==> src/design/arp_rc_pkg.sv <==
// Package for the ARP receive cache: request and result structs, cache entry
// layout, outcome and register codes, and the sequencer state type.
// No dependencies; every other design file but arp_rc_ram imports it.
`timescale 1ns / 1ps
`default_nettype none

package arp_rc_pkg;

  // Message checks
  localparam logic [15:0] ARP_MIN_LEN   = 16'd28;
  localparam logic [15:0] HTYPE_ETH     = 16'h0001;
  localparam logic [15:0] PTYPE_IPV4    = 16'h0800;
  localparam logic [15:0] OP_REQUEST    = 16'h0001;

  // Outcome codes
  localparam logic [2:0] OUT_SHORT     = 3'd0;
  localparam logic [2:0] OUT_BAD_HW    = 3'd1;
  localparam logic [2:0] OUT_BAD_PROTO = 3'd2;
  localparam logic [2:0] OUT_UPDATED   = 3'd3;
  localparam logic [2:0] OUT_INSERTED  = 3'd4;
  localparam logic [2:0] OUT_IGNORED   = 3'd5;

  // Configuration register indexes
  localparam int unsigned CFG_IDX_W = 2;
  localparam logic [CFG_IDX_W-1:0] CFG_OWN_IP   = 2'd0;
  localparam logic [CFG_IDX_W-1:0] CFG_OWN_MAC  = 2'd1;
  localparam logic [CFG_IDX_W-1:0] CFG_IFACE_EN = 2'd2;

  localparam logic [31:0] STAMP_MAX = 32'hFFFF_FFFF;

  typedef struct packed {
    logic [15:0] msg_len;
    logic [15:0] hw_type;
    logic [15:0] proto_type;
    logic [15:0] opcode;
    logic [47:0] sender_mac;
    logic [31:0] sender_ip;
    logic [31:0] target_ip;
  } arp_in_t;

  typedef struct packed {
    logic [2:0]  outcome;
    logic [4:0]  entry_slot;
    logic        send_reply;
    logic [47:0] reply_sender_mac;
    logic [31:0] reply_sender_ip;
    logic [47:0] reply_target_mac;
    logic [31:0] reply_target_ip;
  } arp_out_t;

  typedef struct packed {
    logic [31:0] own_ip;
    logic [47:0] own_mac;
    logic        iface_enabled;
  } arp_cfg_t;

  // One cache slot as held in the entry RAM.
  typedef struct packed {
    logic [31:0] ip;
    logic [47:0] mac;
    logic [31:0] stamp;
  } arp_entry_t;

  localparam int unsigned ENTRY_W = $bits(arp_entry_t);

  typedef enum logic [1:0] {
    ST_IDLE,
    ST_SCAN,
    ST_FINISH
  } arp_state_t;

endpackage

`default_nettype wire

==> src/design/arp_receive_cache_core.sv <==
// ARP receive cache, top level: result register, configuration registers,
// sequencer and entry RAM. Depends on arp_rc_pkg, arp_rc_ram, arp_rc_cfg and
// arp_rc_ctrl.
//
// Usage:
//   in_*  : one parsed ARP message per request (valid/ready).
//   out_* : one result per message (valid/ready), held in an output register
//           so the next message can be taken while a result waits.
//   cfg_* : register writes, own IP (0), own MAC (1), interface enable (2);
//           always ready, to be written only while the block is idle.
// Timing: a dropped message (short, wrong hardware or protocol type) goes
// straight from the idle state to the finishing state, and its result then
// passes through the output register to out_*. Any other message first scans
// every slot of the entry RAM, one read a cycle, before its result is
// finished; one message is handled at a time. The single RAM read port sets
// this.
// Reset clears the configuration, the slot valid flags and the write counter;
// the RAM needs no clearing pass. If the receiver stalls, a second finished
// result waits in the sequencer, which then takes no new message and makes no
// cache write until the output register can take that result.
`timescale 1ns / 1ps
`default_nettype none

module arp_receive_cache_core
  import arp_rc_pkg::*;
#(
  parameter int unsigned TABLE_ENTRIES = 32
) (
  input  wire logic                 clk,
  input  wire logic                 rst_n,
  input  wire logic                 in_valid,
  output logic                      in_ready,
  input  wire arp_in_t              in_data,
  output logic                      out_valid,
  input  wire logic                 out_ready,
  output arp_out_t                  out_data,
  input  wire logic                 cfg_valid,
  output logic                      cfg_ready,
  input  wire logic [CFG_IDX_W-1:0] cfg_index,
  input  wire logic [47:0]          cfg_data
);

  localparam int unsigned AW = $clog2(TABLE_ENTRIES);

  arp_cfg_t         cfg;
  logic             res_valid;
  logic             res_ready;
  arp_out_t         res_data;
  logic             ram_rd_en;
  logic [AW-1:0]    ram_rd_addr;
  logic [ENTRY_W-1:0] ram_rd_data;
  logic             ram_wr_en;
  logic [AW-1:0]    ram_wr_addr;
  logic [ENTRY_W-1:0] ram_wr_data;
  logic             out_valid_r;
  arp_out_t         out_data_r;

  arp_rc_cfg u_cfg (
    .clk       (clk),
    .rst_n     (rst_n),
    .cfg_valid (cfg_valid),
    .cfg_ready (cfg_ready),
    .cfg_index (cfg_index),
    .cfg_data  (cfg_data),
    .cfg       (cfg)
  );

  arp_rc_ctrl #(
    .TABLE_ENTRIES (TABLE_ENTRIES)
  ) u_ctrl (
    .clk         (clk),
    .rst_n       (rst_n),
    .in_valid    (in_valid),
    .in_ready    (in_ready),
    .in_data     (in_data),
    .cfg         (cfg),
    .res_valid   (res_valid),
    .res_ready   (res_ready),
    .res_data    (res_data),
    .ram_rd_en   (ram_rd_en),
    .ram_rd_addr (ram_rd_addr),
    .ram_rd_data (ram_rd_data),
    .ram_wr_en   (ram_wr_en),
    .ram_wr_addr (ram_wr_addr),
    .ram_wr_data (ram_wr_data)
  );

  arp_rc_ram #(
    .WIDTH (ENTRY_W),
    .DEPTH (TABLE_ENTRIES)
  ) u_ram (
    .clk     (clk),
    .wr_en   (ram_wr_en),
    .wr_addr (ram_wr_addr),
    .wr_data (ram_wr_data),
    .rd_en   (ram_rd_en),
    .rd_addr (ram_rd_addr),
    .rd_data (ram_rd_data)
  );

  // The output register takes a new result when empty or being emptied.
  assign res_ready = !out_valid_r || out_ready;
  assign out_valid = out_valid_r;
  assign out_data  = out_data_r;

  always_ff @(posedge clk) begin
    if (!rst_n) begin
      out_valid_r <= 1'b0;
    end else if (res_valid && res_ready) begin
      out_valid_r <= 1'b1;
    end else if (out_ready) begin
      out_valid_r <= 1'b0;
    end
  end

  always_ff @(posedge clk) begin
    if (res_valid && res_ready) begin
      out_data_r <= res_data;
    end
  end

endmodule

`default_nettype wire

==> src/design/arp_rc_ram.sv <==
// Generic single-port-write, single-port-read RAM with registered read data.
// No dependencies.
`timescale 1ns / 1ps
`default_nettype none

module arp_rc_ram #(
  parameter int unsigned WIDTH = 8,
  parameter int unsigned DEPTH = 32
) (
  input  wire logic                     clk,
  input  wire logic                     wr_en,
  input  wire logic [$clog2(DEPTH)-1:0] wr_addr,
  input  wire logic [WIDTH-1:0]         wr_data,
  input  wire logic                     rd_en,
  input  wire logic [$clog2(DEPTH)-1:0] rd_addr,
  output logic      [WIDTH-1:0]         rd_data
);

  logic [WIDTH-1:0] mem_r [DEPTH];

  always_ff @(posedge clk) begin
    if (wr_en) begin
      mem_r[wr_addr] <= wr_data;
    end
    if (rd_en) begin
      rd_data <= mem_r[rd_addr];
    end
  end

endmodule

`default_nettype wire

==> src/design/arp_rc_cfg.sv <==
// Configuration registers of the ARP receive cache: own IP, own MAC and the
// interface enable. Depends on arp_rc_pkg.
`timescale 1ns / 1ps
`default_nettype none

module arp_rc_cfg
  import arp_rc_pkg::*;
(
  input  wire logic                 clk,
  input  wire logic                 rst_n,
  input  wire logic                 cfg_valid,
  output logic                      cfg_ready,
  input  wire logic [CFG_IDX_W-1:0] cfg_index,
  input  wire logic [47:0]          cfg_data,
  output arp_cfg_t                  cfg
);

  arp_cfg_t cfg_r;

  assign cfg_ready = 1'b1;
  assign cfg       = cfg_r;

  always_ff @(posedge clk) begin
    if (!rst_n) begin
      cfg_r <= '0;
    end else if (cfg_valid) begin
      unique case (cfg_index)
        CFG_OWN_IP:   cfg_r.own_ip        <= cfg_data[31:0];
        CFG_OWN_MAC:  cfg_r.own_mac       <= cfg_data;
        CFG_IFACE_EN: cfg_r.iface_enabled <= cfg_data[0];
        default:      ;
      endcase
    end
  end

endmodule

`default_nettype wire

==> src/design/arp_rc_ctrl.sv <==
// Sequencer of the ARP receive cache: checks the message, scans the entry RAM
// for a sender match, a free slot and the oldest stamp, writes back on a hit
// or insert. Depends on arp_rc_pkg; drives an arp_rc_ram in the top level.
`timescale 1ns / 1ps
`default_nettype none

module arp_rc_ctrl
  import arp_rc_pkg::*;
#(
  parameter int unsigned TABLE_ENTRIES = 32
) (
  input  wire logic                             clk,
  input  wire logic                             rst_n,
  input  wire logic                             in_valid,
  output logic                                  in_ready,
  input  wire arp_in_t                          in_data,
  input  wire arp_cfg_t                         cfg,
  output logic                                  res_valid,
  input  wire logic                             res_ready,
  output arp_out_t                              res_data,
  output logic                                  ram_rd_en,
  output logic [$clog2(TABLE_ENTRIES)-1:0]      ram_rd_addr,
  input  wire logic [ENTRY_W-1:0]               ram_rd_data,
  output logic                                  ram_wr_en,
  output logic [$clog2(TABLE_ENTRIES)-1:0]      ram_wr_addr,
  output logic [ENTRY_W-1:0]                    ram_wr_data
);

  localparam int unsigned AW = $clog2(TABLE_ENTRIES);
  localparam logic [AW-1:0] LAST_IDX = AW'(TABLE_ENTRIES - 1);

  arp_state_t           state_r, state_nxt;
  arp_in_t              req_r, req_nxt;
  logic                 drop_r, drop_nxt;
  logic [2:0]           drop_code_r, drop_code_nxt;
  logic [AW-1:0]        ptr_r, ptr_nxt;
  logic                 issue_on_r, issue_on_nxt;
  logic                 rd_vld_r, rd_vld_nxt;
  logic [AW-1:0]        rd_idx_r, rd_idx_nxt;
  logic                 found_r, found_nxt;
  logic [AW-1:0]        hit_slot_r, hit_slot_nxt;
  logic                 free_found_r, free_found_nxt;
  logic [AW-1:0]        free_slot_r, free_slot_nxt;
  logic [31:0]          min_stamp_r, min_stamp_nxt;
  logic [AW-1:0]        min_slot_r, min_slot_nxt;
  logic [31:0]          wcnt_r, wcnt_nxt;
  logic [TABLE_ENTRIES-1:0] valid_r;

  arp_entry_t           rd_entry;
  arp_entry_t           wr_entry;
  logic                 rd_slot_valid;
  logic [31:0]          rd_stamp;
  logic                 for_us;
  logic [AW-1:0]        fin_slot;
  logic [AW+4:0]        fin_slot_ext;
  logic                 set_valid;
  logic [31:0]          stamp_new;

  assign rd_entry      = arp_entry_t'(ram_rd_data);
  assign rd_slot_valid = valid_r[rd_idx_r];
  // Free slots have not been written since reset, so treat their stamps as zero.
  assign rd_stamp      = rd_slot_valid ? rd_entry.stamp : 32'd0;
  assign for_us        = cfg.iface_enabled && (req_r.target_ip == cfg.own_ip);
  assign stamp_new     = (wcnt_r == STAMP_MAX) ? STAMP_MAX : wcnt_r + 32'd1;
  assign fin_slot_ext  = {5'd0, fin_slot};
  assign ram_wr_addr   = fin_slot;
  assign ram_wr_data   = ENTRY_W'(wr_entry);
  assign ram_rd_addr   = ptr_r;

  always_comb begin
    state_nxt      = state_r;
    req_nxt        = req_r;
    drop_nxt       = drop_r;
    drop_code_nxt  = drop_code_r;
    ptr_nxt        = ptr_r;
    issue_on_nxt   = issue_on_r;
    rd_vld_nxt     = 1'b0;
    rd_idx_nxt     = rd_idx_r;
    found_nxt      = found_r;
    hit_slot_nxt   = hit_slot_r;
    free_found_nxt = free_found_r;
    free_slot_nxt  = free_slot_r;
    min_stamp_nxt  = min_stamp_r;
    min_slot_nxt   = min_slot_r;
    wcnt_nxt       = wcnt_r;
    in_ready       = 1'b0;
    res_valid      = 1'b0;
    res_data       = '0;
    ram_rd_en      = 1'b0;
    ram_wr_en      = 1'b0;
    set_valid      = 1'b0;
    fin_slot       = '0;
    wr_entry.ip    = req_r.sender_ip;
    wr_entry.mac   = req_r.sender_mac;
    wr_entry.stamp = stamp_new;

    unique case (state_r)
      ST_IDLE: begin
        in_ready = 1'b1;
        if (in_valid) begin
          req_nxt        = in_data;
          ptr_nxt        = '0;
          issue_on_nxt   = 1'b1;
          found_nxt      = 1'b0;
          free_found_nxt = 1'b0;
          drop_nxt       = 1'b1;
          if (in_data.msg_len < ARP_MIN_LEN) begin
            drop_code_nxt = OUT_SHORT;
          end else if (in_data.hw_type != HTYPE_ETH) begin
            drop_code_nxt = OUT_BAD_HW;
          end else if (in_data.proto_type != PTYPE_IPV4) begin
            drop_code_nxt = OUT_BAD_PROTO;
          end else begin
            drop_nxt = 1'b0;
          end
          state_nxt = drop_nxt ? ST_FINISH : ST_SCAN;
        end
      end

      ST_SCAN: begin
        // Reads are issued one slot a cycle; the data of each comes back registered,
        // in the next cycle, and is folded into the running results.
        if (issue_on_r) begin
          ram_rd_en  = 1'b1;
          rd_vld_nxt = 1'b1;
          rd_idx_nxt = ptr_r;
          if (ptr_r == LAST_IDX) begin
            issue_on_nxt = 1'b0;
          end else begin
            ptr_nxt = ptr_r + AW'(1);
          end
        end
        if (rd_vld_r) begin
          if (rd_slot_valid && (rd_entry.ip == req_r.sender_ip) && !found_r) begin
            found_nxt    = 1'b1;
            hit_slot_nxt = rd_idx_r;
          end
          if (!rd_slot_valid && !free_found_r) begin
            free_found_nxt = 1'b1;
            free_slot_nxt  = rd_idx_r;
          end
          if ((rd_idx_r == '0) || (rd_stamp < min_stamp_r)) begin
            min_stamp_nxt = rd_stamp;
            min_slot_nxt  = rd_idx_r;
          end
          if (rd_idx_r == LAST_IDX) begin
            state_nxt = ST_FINISH;
          end
        end
      end

      ST_FINISH: begin
        res_valid = 1'b1;
        if (drop_r) begin
          res_data.outcome = drop_code_r;
        end else begin
          if (found_r) begin
            fin_slot         = hit_slot_r;
            res_data.outcome = OUT_UPDATED;
          end else if (for_us) begin
            fin_slot         = free_found_r ? free_slot_r : min_slot_r;
            res_data.outcome = OUT_INSERTED;
          end else begin
            res_data.outcome = OUT_IGNORED;
          end
          res_data.entry_slot = fin_slot_ext[4:0];
          if (for_us && (req_r.opcode == OP_REQUEST)) begin
            res_data.send_reply       = 1'b1;
            res_data.reply_sender_mac = cfg.own_mac;
            res_data.reply_sender_ip  = cfg.own_ip;
            res_data.reply_target_mac = req_r.sender_mac;
            res_data.reply_target_ip  = req_r.sender_ip;
          end
        end
        if (res_ready) begin
          state_nxt = ST_IDLE;
          if (!drop_r && (found_r || for_us)) begin
            ram_wr_en = 1'b1;
            set_valid = !found_r;
            wcnt_nxt  = stamp_new;
          end
        end
      end

      default: state_nxt = ST_IDLE;
    endcase
  end

  always_ff @(posedge clk) begin
    if (!rst_n) begin
      state_r    <= ST_IDLE;
      issue_on_r <= 1'b0;
      rd_vld_r   <= 1'b0;
      wcnt_r     <= '0;
      valid_r    <= '0;
    end else begin
      state_r    <= state_nxt;
      issue_on_r <= issue_on_nxt;
      rd_vld_r   <= rd_vld_nxt;
      wcnt_r     <= wcnt_nxt;
      if (set_valid) begin
        valid_r[fin_slot] <= 1'b1;
      end
    end
  end

  always_ff @(posedge clk) begin
    req_r        <= req_nxt;
    drop_r       <= drop_nxt;
    drop_code_r  <= drop_code_nxt;
    ptr_r        <= ptr_nxt;
    rd_idx_r     <= rd_idx_nxt;
    found_r      <= found_nxt;
    hit_slot_r   <= hit_slot_nxt;
    free_found_r <= free_found_nxt;
    free_slot_r  <= free_slot_nxt;
    min_stamp_r  <= min_stamp_nxt;
    min_slot_r   <= min_slot_nxt;
  end

endmodule

`default_nettype wire

==> config.mk <==
export PLATFORM = sky130hd
export DESIGN_NAME = arp_receive_cache_core
export DESIGN_NICKNAME = d
export VERILOG_FILES = /design/src/design/arp_rc_pkg.sv /design/src/design/arp_receive_cache_core.sv /design/src/design/arp_rc_ram.sv /design/src/design/arp_rc_cfg.sv /design/src/design/arp_rc_ctrl.sv
export SDC_FILE = /design/constraint.sdc
export NUM_CORES = 2
export LEC_CHECK = 0
export BUFFER_PORTS_ARGS = -buffer_cell sky130_fd_sc_hd__buf_2
export CAP_MARGIN = 20
export CORE_ASPECT_RATIO = 0.5
export CORE_MARGIN = 2
export CORE_UTILIZATION = 34
export DETAILED_ROUTE_END_ITERATION = 16
export GPL_TIMING_DRIVEN = 0
export PLACE_DENSITY = 0.51
export SYNTH_ARGS = -nofsm -noshare
export SYNTH_HDL_FRONTEND = slang
export SYNTH_SLANG_ARGS = --single-unit
==> constraint.sdc <==
create_clock -name clk -period 9.2 [get_ports clk]
set_input_delay 0.92 -clock clk [delete_from_list [all_inputs] [get_ports clk]]
set_output_delay 0.92 -clock clk [all_outputs]
set_load 0.02 [all_outputs]
## Yosys cells after proc, flatten, opt, wreduce, memory -nomap -nowiden

Memory sizes are Yosys's and may differ from the RTL's. A register that Yosys moved wholly into a read port is not among the register bits.
Cells that the tools add are included.

- Register bits after elaboration: 509
- Bits in writable memories: 3584
- Bits of input ports: 231
- Output and inout bits: 172
- Logic and storage cells: 161
- Memories: 1

- Add/subtract/negate cells: 2
- Order comparisons: 5
- Eq/ne operators: 20
- Muxes and demuxes: 57
- Bitwise gates (word level): 3
- Reductions and logical operators: 41

Memories:

| name | words | width | read ports | clocked after Yosys merged registers in | wr ports | line | source |
|---|---|---|---|---|---|---|---|
| u_ram.mem_r | 32 | 112 | 1 | 1 | 1 | arp_rc_ram.sv:19 | `logic [WIDTH-1:0] mem_r [DEPTH];` |

Operators by type and width:

| kind | number |
|---|---|
| two-way mux 161 bit | 1 |
| equality test 32 bit | 2 |
| two-way mux 32 bit | 2 |
| two-way mux 5 bit | 8 |
| adder 32 x 1 -> 32 bit (second input constant) | 1 |
| equality test 32 bit (second input constant) | 1 |
| less-than comparator 32 bit | 1 |
| OR 32 bit | 1 |
| two-way mux 1 bit | 31 |
| equality test 16 x 1 -> 1 bit (second input constant) | 1 |
| less-than comparator 16 x 5 -> 1 bit (second input constant) | 1 |
| two-way mux 2 bit | 8 |
| != test 16 x 1 -> 1 bit (second input constant) | 1 |
| != test 16 x 12 -> 1 bit (second input constant) | 1 |
| AND reduction 4 bit | 4 |
| AND reduction 3 bit | 5 |
| less-than comparator 5 x 6 -> 1 bit (second input constant) | 2 |
| AND reduction 2 bit | 6 |
| equality test 5 bit (second input constant) | 2 |
| != test 2 x 1 -> 1 bit (second input constant) | 5 |
| case mux 5 bit (2 select lines) | 1 |
| logical AND 1 bit | 8 |
| != test 2 bit (second input constant) | 3 |
| case mux 1 bit (2 select lines) | 3 |
| 16 further kinds | 29 |

## Logic depth before layout (Yosys ltp)

- Depth after elaboration: 11
- Mapped depth: 14
- Depth with buffers taken out: 12

## Modules after synthesis

Synthesis repeated with hierarchy kept, for this count alone.

- Cell total of the unflattened synthesis: 8243
- Area total of the unflattened synthesis: 160941.9 µm²

Modules (own cells, without submodules):

| module | instances | cells each | area each (µm²) |
|---|---|---|---|
| arp_rc_ram | 1 | 6524 | 139347.4 |
| arp_rc_ctrl | 1 | 1226 | 13310.3 |
| arp_receive_cache_core | 1 | 174 | 5132.4 |
| arp_rc_cfg | 1 | 319 | 3151.8 |

## Least setup slack after synthesis

No wires, ideal clock.

- Path type: input to register
- Start: in out_ready
- End: reg out_data_r (netlist bit out_data[0]) (enable)
- Arrival time: 7.967 ns
- Required time: 8.499 ns
- Path slack: 0.532 ns
- Stages on the path: 2
- Path buffers: 0
- Cell sequence: nor2b_1 nor2_1

- Word-level cells in the longest chain between the ends: 2

Ends and longest elaborated chain:

| element | line | source |
|---|---|---|
| start: declaration | arp_receive_cache_core.sv:35 | `input wire logic out_ready,` |
| logical OR 1 bit | arp_receive_cache_core.sv:102 | `assign res_ready = !out_valid_r \|\| out_ready;` |
| logical AND 1 bit | arp_receive_cache_core.sv:117 | `if (res_valid && res_ready) begin` |
| end signal: assignment | arp_receive_cache_core.sv:118 | `out_data_r <= res_data;` |
| end: declaration | arp_receive_cache_core.sv:56 | `arp_out_t out_data_r;` |

No other way between the ends.
A chain may end at the register's enable or synchronous reset.

## Worst setup path in the final report

- Start: reg u_ctrl.req_r[27] (netlist bit)
- End: mem u_ram.mem_r[9][92] (netlist bit) (enable)

- Word-level cells in the longest chain between the ends: 9
- Elaborated cells between the ends (all ways): 13

Ends and longest elaborated chain:

| element | line | source |
|---|---|---|
| start: declaration | arp_rc_ctrl.sv:33 | `arp_in_t req_r, req_nxt;` |
| start signal: assignment | arp_rc_ctrl.sv:208 | `req_r <= req_nxt;` |
| equality test 32 bit * | arp_rc_ctrl.sv:63 | `assign for_us = cfg.iface_enabled && (req_r.target_ip == cfg.own_ip);` |
| logical AND 1 bit * | arp_rc_ctrl.sv:63 |  |
| logical OR 1 bit | arp_rc_ctrl.sv:177 | `if (!drop_r && (found_r \|\| for_us)) begin` |
| logical AND 1 bit | arp_rc_ctrl.sv:177 |  |
| two-way mux 1 bit | arp_rc_ctrl.sv:177 |  |
| two-way mux 1 bit | arp_rc_ctrl.sv:175 | `if (res_ready) begin` |
| two-way mux 1 bit | arp_rc_ctrl.sv:97 | `unique case (state_r)` |
| two-way mux 1 bit | arp_rc_ram.sv:22 | `if (wr_en) begin` |
| two-way mux 1 bit (implied by the code) | arp_rc_ram.sv:23 | `mem_r[wr_addr] <= wr_data;` |
| end: declaration | arp_rc_ram.sv:19 |  |

Every way passes the cells marked *; elsewhere a longest branch is shown, timed or not.

==> results.json <==
{
  "outcome": "finished clean",
  "crit_family": "simple AND/OR/NAND/NOR gates",
  "cts-buffers-inserted": 239,
  "hold_class": "input port to register",
  "hold_start": "in_data[35]",
  "slowest_delay_ns": 0.99,
  "cp_common_cell": "buf_12",
  "slew_headroom": 0.1843,
  "antenna_found_initial": 23,
  "netlist_instances": 4668,
  "layout_commonest_cell": "edfxtp_1",
  "skew_ns": 0.1104,
  "die_h_um": 386.9,
  "drive_gt1_frac": 0.3019,
  "cts_max_path_buffers": 4,
  "timing.final.hold_violations": 0,
  "clk_pin_slew_worst_paths_ns": 0.06,
  "achievable-frequency_ghz": 0.1704,
  "core_um2": 291500,
  "cts_tree": "done",
  "fin_area_um2": 118700,
  "synth_top_cell_by_area": "edfxtp_1",
  "drtAntennaViolNets": 0,
  "via_count": 49930,
  "required_ns": 9.78,
  "drc": 0,
  "r2r-end": "u_ram.mem_r[9][92]",
  "die-area_um2": 297800,
  "worst_slew_pin_slew_ns": 1.223,
  "fp-row-count": 140,
  "synth.area.top_cells": "edfxtp_1 (74%), mux4_2 (15%), dfxtp_1 (3.0%)",
  "grt_pass1_wl_mm": 388.7,
  "clock_sinks": 2621,
  "synth-seq-cells": 2621,
  "cts_setup_buffers": 0,
  "hold_end": "u_ctrl.ram_wr_data[83]",
  "syn_area_per_cell_um2": 21.36,
  "peakVddDrop_mv": 0.1602,
  "start_util": 0.3420,
  "crit_type": "register to register",
  "cts_hold_buf": 0,
  "hpwl_mm": 192.6,
  "total_power_mw": 23.87,
  "holdPathStages": 1,
  "r2r-start": "u_ctrl.req_r[27]",
  "viasPerCell": 5.179,
  "seq_area_frac_synth": 0.7744,
  "rsz0062_at_grt": "no",
  "final.setup.tns_ns": 0,
  "worst_path_max_delay_cell": "nor2_4",
  "clkLatencyLatePin_ns": 0.92,
  "nNetsFinal": 5803,
  "fin_cells": 9639,
  "yosys_warnings": 0,
  "period_needed_ns": 5.869,
  "synth.top_cell.area_share": 0.7443,
  "slew_violations": 0,
  "port_buffers": 399,
  "path_buf_inv": 3,
  "cts_resized": 0,
  "synth_area_um2": 99690,
  "cp.arrival_ns": 6.45,
  "die_x_um": 769.8,
  "whs_ns": 0.1831,
  "startpoint_type": "register",
  "synth_edf_count": 2471,
  "grt.total_usage": 0.1832,
  "reg2reg_depth": 10,
  "drtPass1Iterations": 5,
  "ys_types": 56,
  "worstPathMaxFanout": 18,
  "io-pin-count": 403,
  "placed_area_um2": 110300,
  "layout_common_cells": "edfxtp_1 (2471), mux4_2 (650), buf_2 (406)",
  "syn_to_final_growth_pct": 19.10,
  "async_flop_share": 0,
  "crit_chain": "xnor2_1 -> nand4_1 -> nor4_1 -> and3_1 -> o21a_1 -> buf_1 -> nand3b_1 -> nor2_4 -> buf_12 -> buf_12",
  "regToRegSetupSlack_ns": 3.33,
  "cts-root-buf": "clkbuf_16",
  "htree_levels": 4,
  "grt_pass1_vias": 50980,
  "wirelength_mm": 278.8,
  "placed_cells": 9155,
  "maxCapViolCount": 0,
  "synth-main-ff-cell": "edfxtp_1",
  "cp-end-kind": "register",
  "cellPowerDensity_nw_per_um2": 201.1,
  "grt_max_degree": 82,
  "setup_viol": 0,
  "grt-ovfl-total": 0,
  "wl_per_cell_um": 28.93,
  "first_iter_violations": 5556,
  "fin_crit_sh": 0.6379,
  "syn_nets": 4933,
  "p_leak_nw": 36.67,
  "place_congestion": 0.8201
}
## worst max path at each step
stage	from	slack, ns	depth (start not counted)	end
after CTS	u_ctrl.req_r[29]	3.13	10	u_ram.mem_r[1][95]
after global placement	out_ready	-5.36	3	out_data[10]
after detailed placement	u_ctrl.req_r[29]	3.12	10	u_ram.mem_r[1][94]
final	u_ctrl.req_r[27]	3.33	10	u_ram.mem_r[9][92]
after floorplan	out_ready	0.53	2	out_data[0]
after global routing	u_ctrl.req_r[29]	3.03	10	u_ram.mem_r[1][95]
## flip-flops by register name, indices dropped and copies added (netlist names)
register,cells
u_ctrl.valid_r,32
u_ctrl.state_r,2
u_ctrl.min_slot_r,5
u_cfg.cfg,81
u_ctrl.wcnt_r,32
u_ctrl.rd_vld_r,1
out_data,169
u_ctrl.issue_on_r,1
u_ctrl.req_r,48
u_ctrl.ram_wr_data,80
u_ctrl.hit_slot_r,5
u_ctrl.free_found_r,1
u_ram.rd_data,64
u_ctrl.free_slot_r,5
u_ctrl.min_stamp_r,32
u_ctrl.ram_rd_addr,5
u_ram.mem_r,2048
u_ctrl.rd_idx_r,5
u_ctrl.drop_r,1
out_valid,1
u_ctrl.found_r,1
u_ctrl.drop_code_r,2
## logic make-up after synthesis
| logic type | Yosys count | synth area share |
|---|---|---|
| adders and majority gates | 34 | 0.004267 |
| DFF | 2621 | 0.7744 |
| and+or+nand+nor | 745 | 0.03729 |
| xor gates and xnor gates | 91 | 0.007995 |
| other | 1 | 0.00003762 |
| AOI/OAI and AO/OA | 185 | 0.01056 |
| buffers and inverters | 266 | 0.01018 |
| muxes | 725 | 0.1552 |
## cells in the mapped netlist (all sizes together) (44+ instances only)
master,n
edfxtp,2471
mux4,650
nand2,264
and2,198
clkbuf,165
dfxtp,150
nor2,117
a21oi,96
xnor2,79
mux2,68
buf,58
o21ai,44
## area by class of cell
type | instances | area [um2]
Timing Repair Buffer | 629 | 6470
Clock buffer | 312 | 6387
Fill cell | 25720 | 172700
Multi-Input combinational cell | 1781 | 21740
Clock inverter | 121 | 996.0
Tap cell | 3905 | 4886
Buffer | 223 | 864.6
Sequential cell | 2621 | 77200
Antenna cell | 4 | 10.01
Inverter | 43 | 171.4
## report_power, final
part	switching, mW	internal (mW)	leakage, nW
combinational	0.595	0.441	10.1
clock	4.40	5.29	3.61
sequential	0.0764	13.1	23.0
total	5.07	18.8	36.7
## metrics by stage
stage	setup slack (ns)	utilization
6_report	3.331	0.4073
5_1_grt	3.029	0.4073
4_1_cts	3.126	0.4036
3_5_place_dp	3.122	0.3782
3_3_place_gp	-5.364	0.3656
2_1_floorplan	0.5323	-
## metal layers
metal  global-route usage  vias to the layer above  part of all wire
met2               0.2949                     1733              0.47
met3              0.02970                      343             0.066
met4              0.03912                        8             0.021
met1               0.2641                    27010              0.44
li1                     -                    20830                 -
met5                    0                        -           0.00021
(Power assumes the default switching activity.)
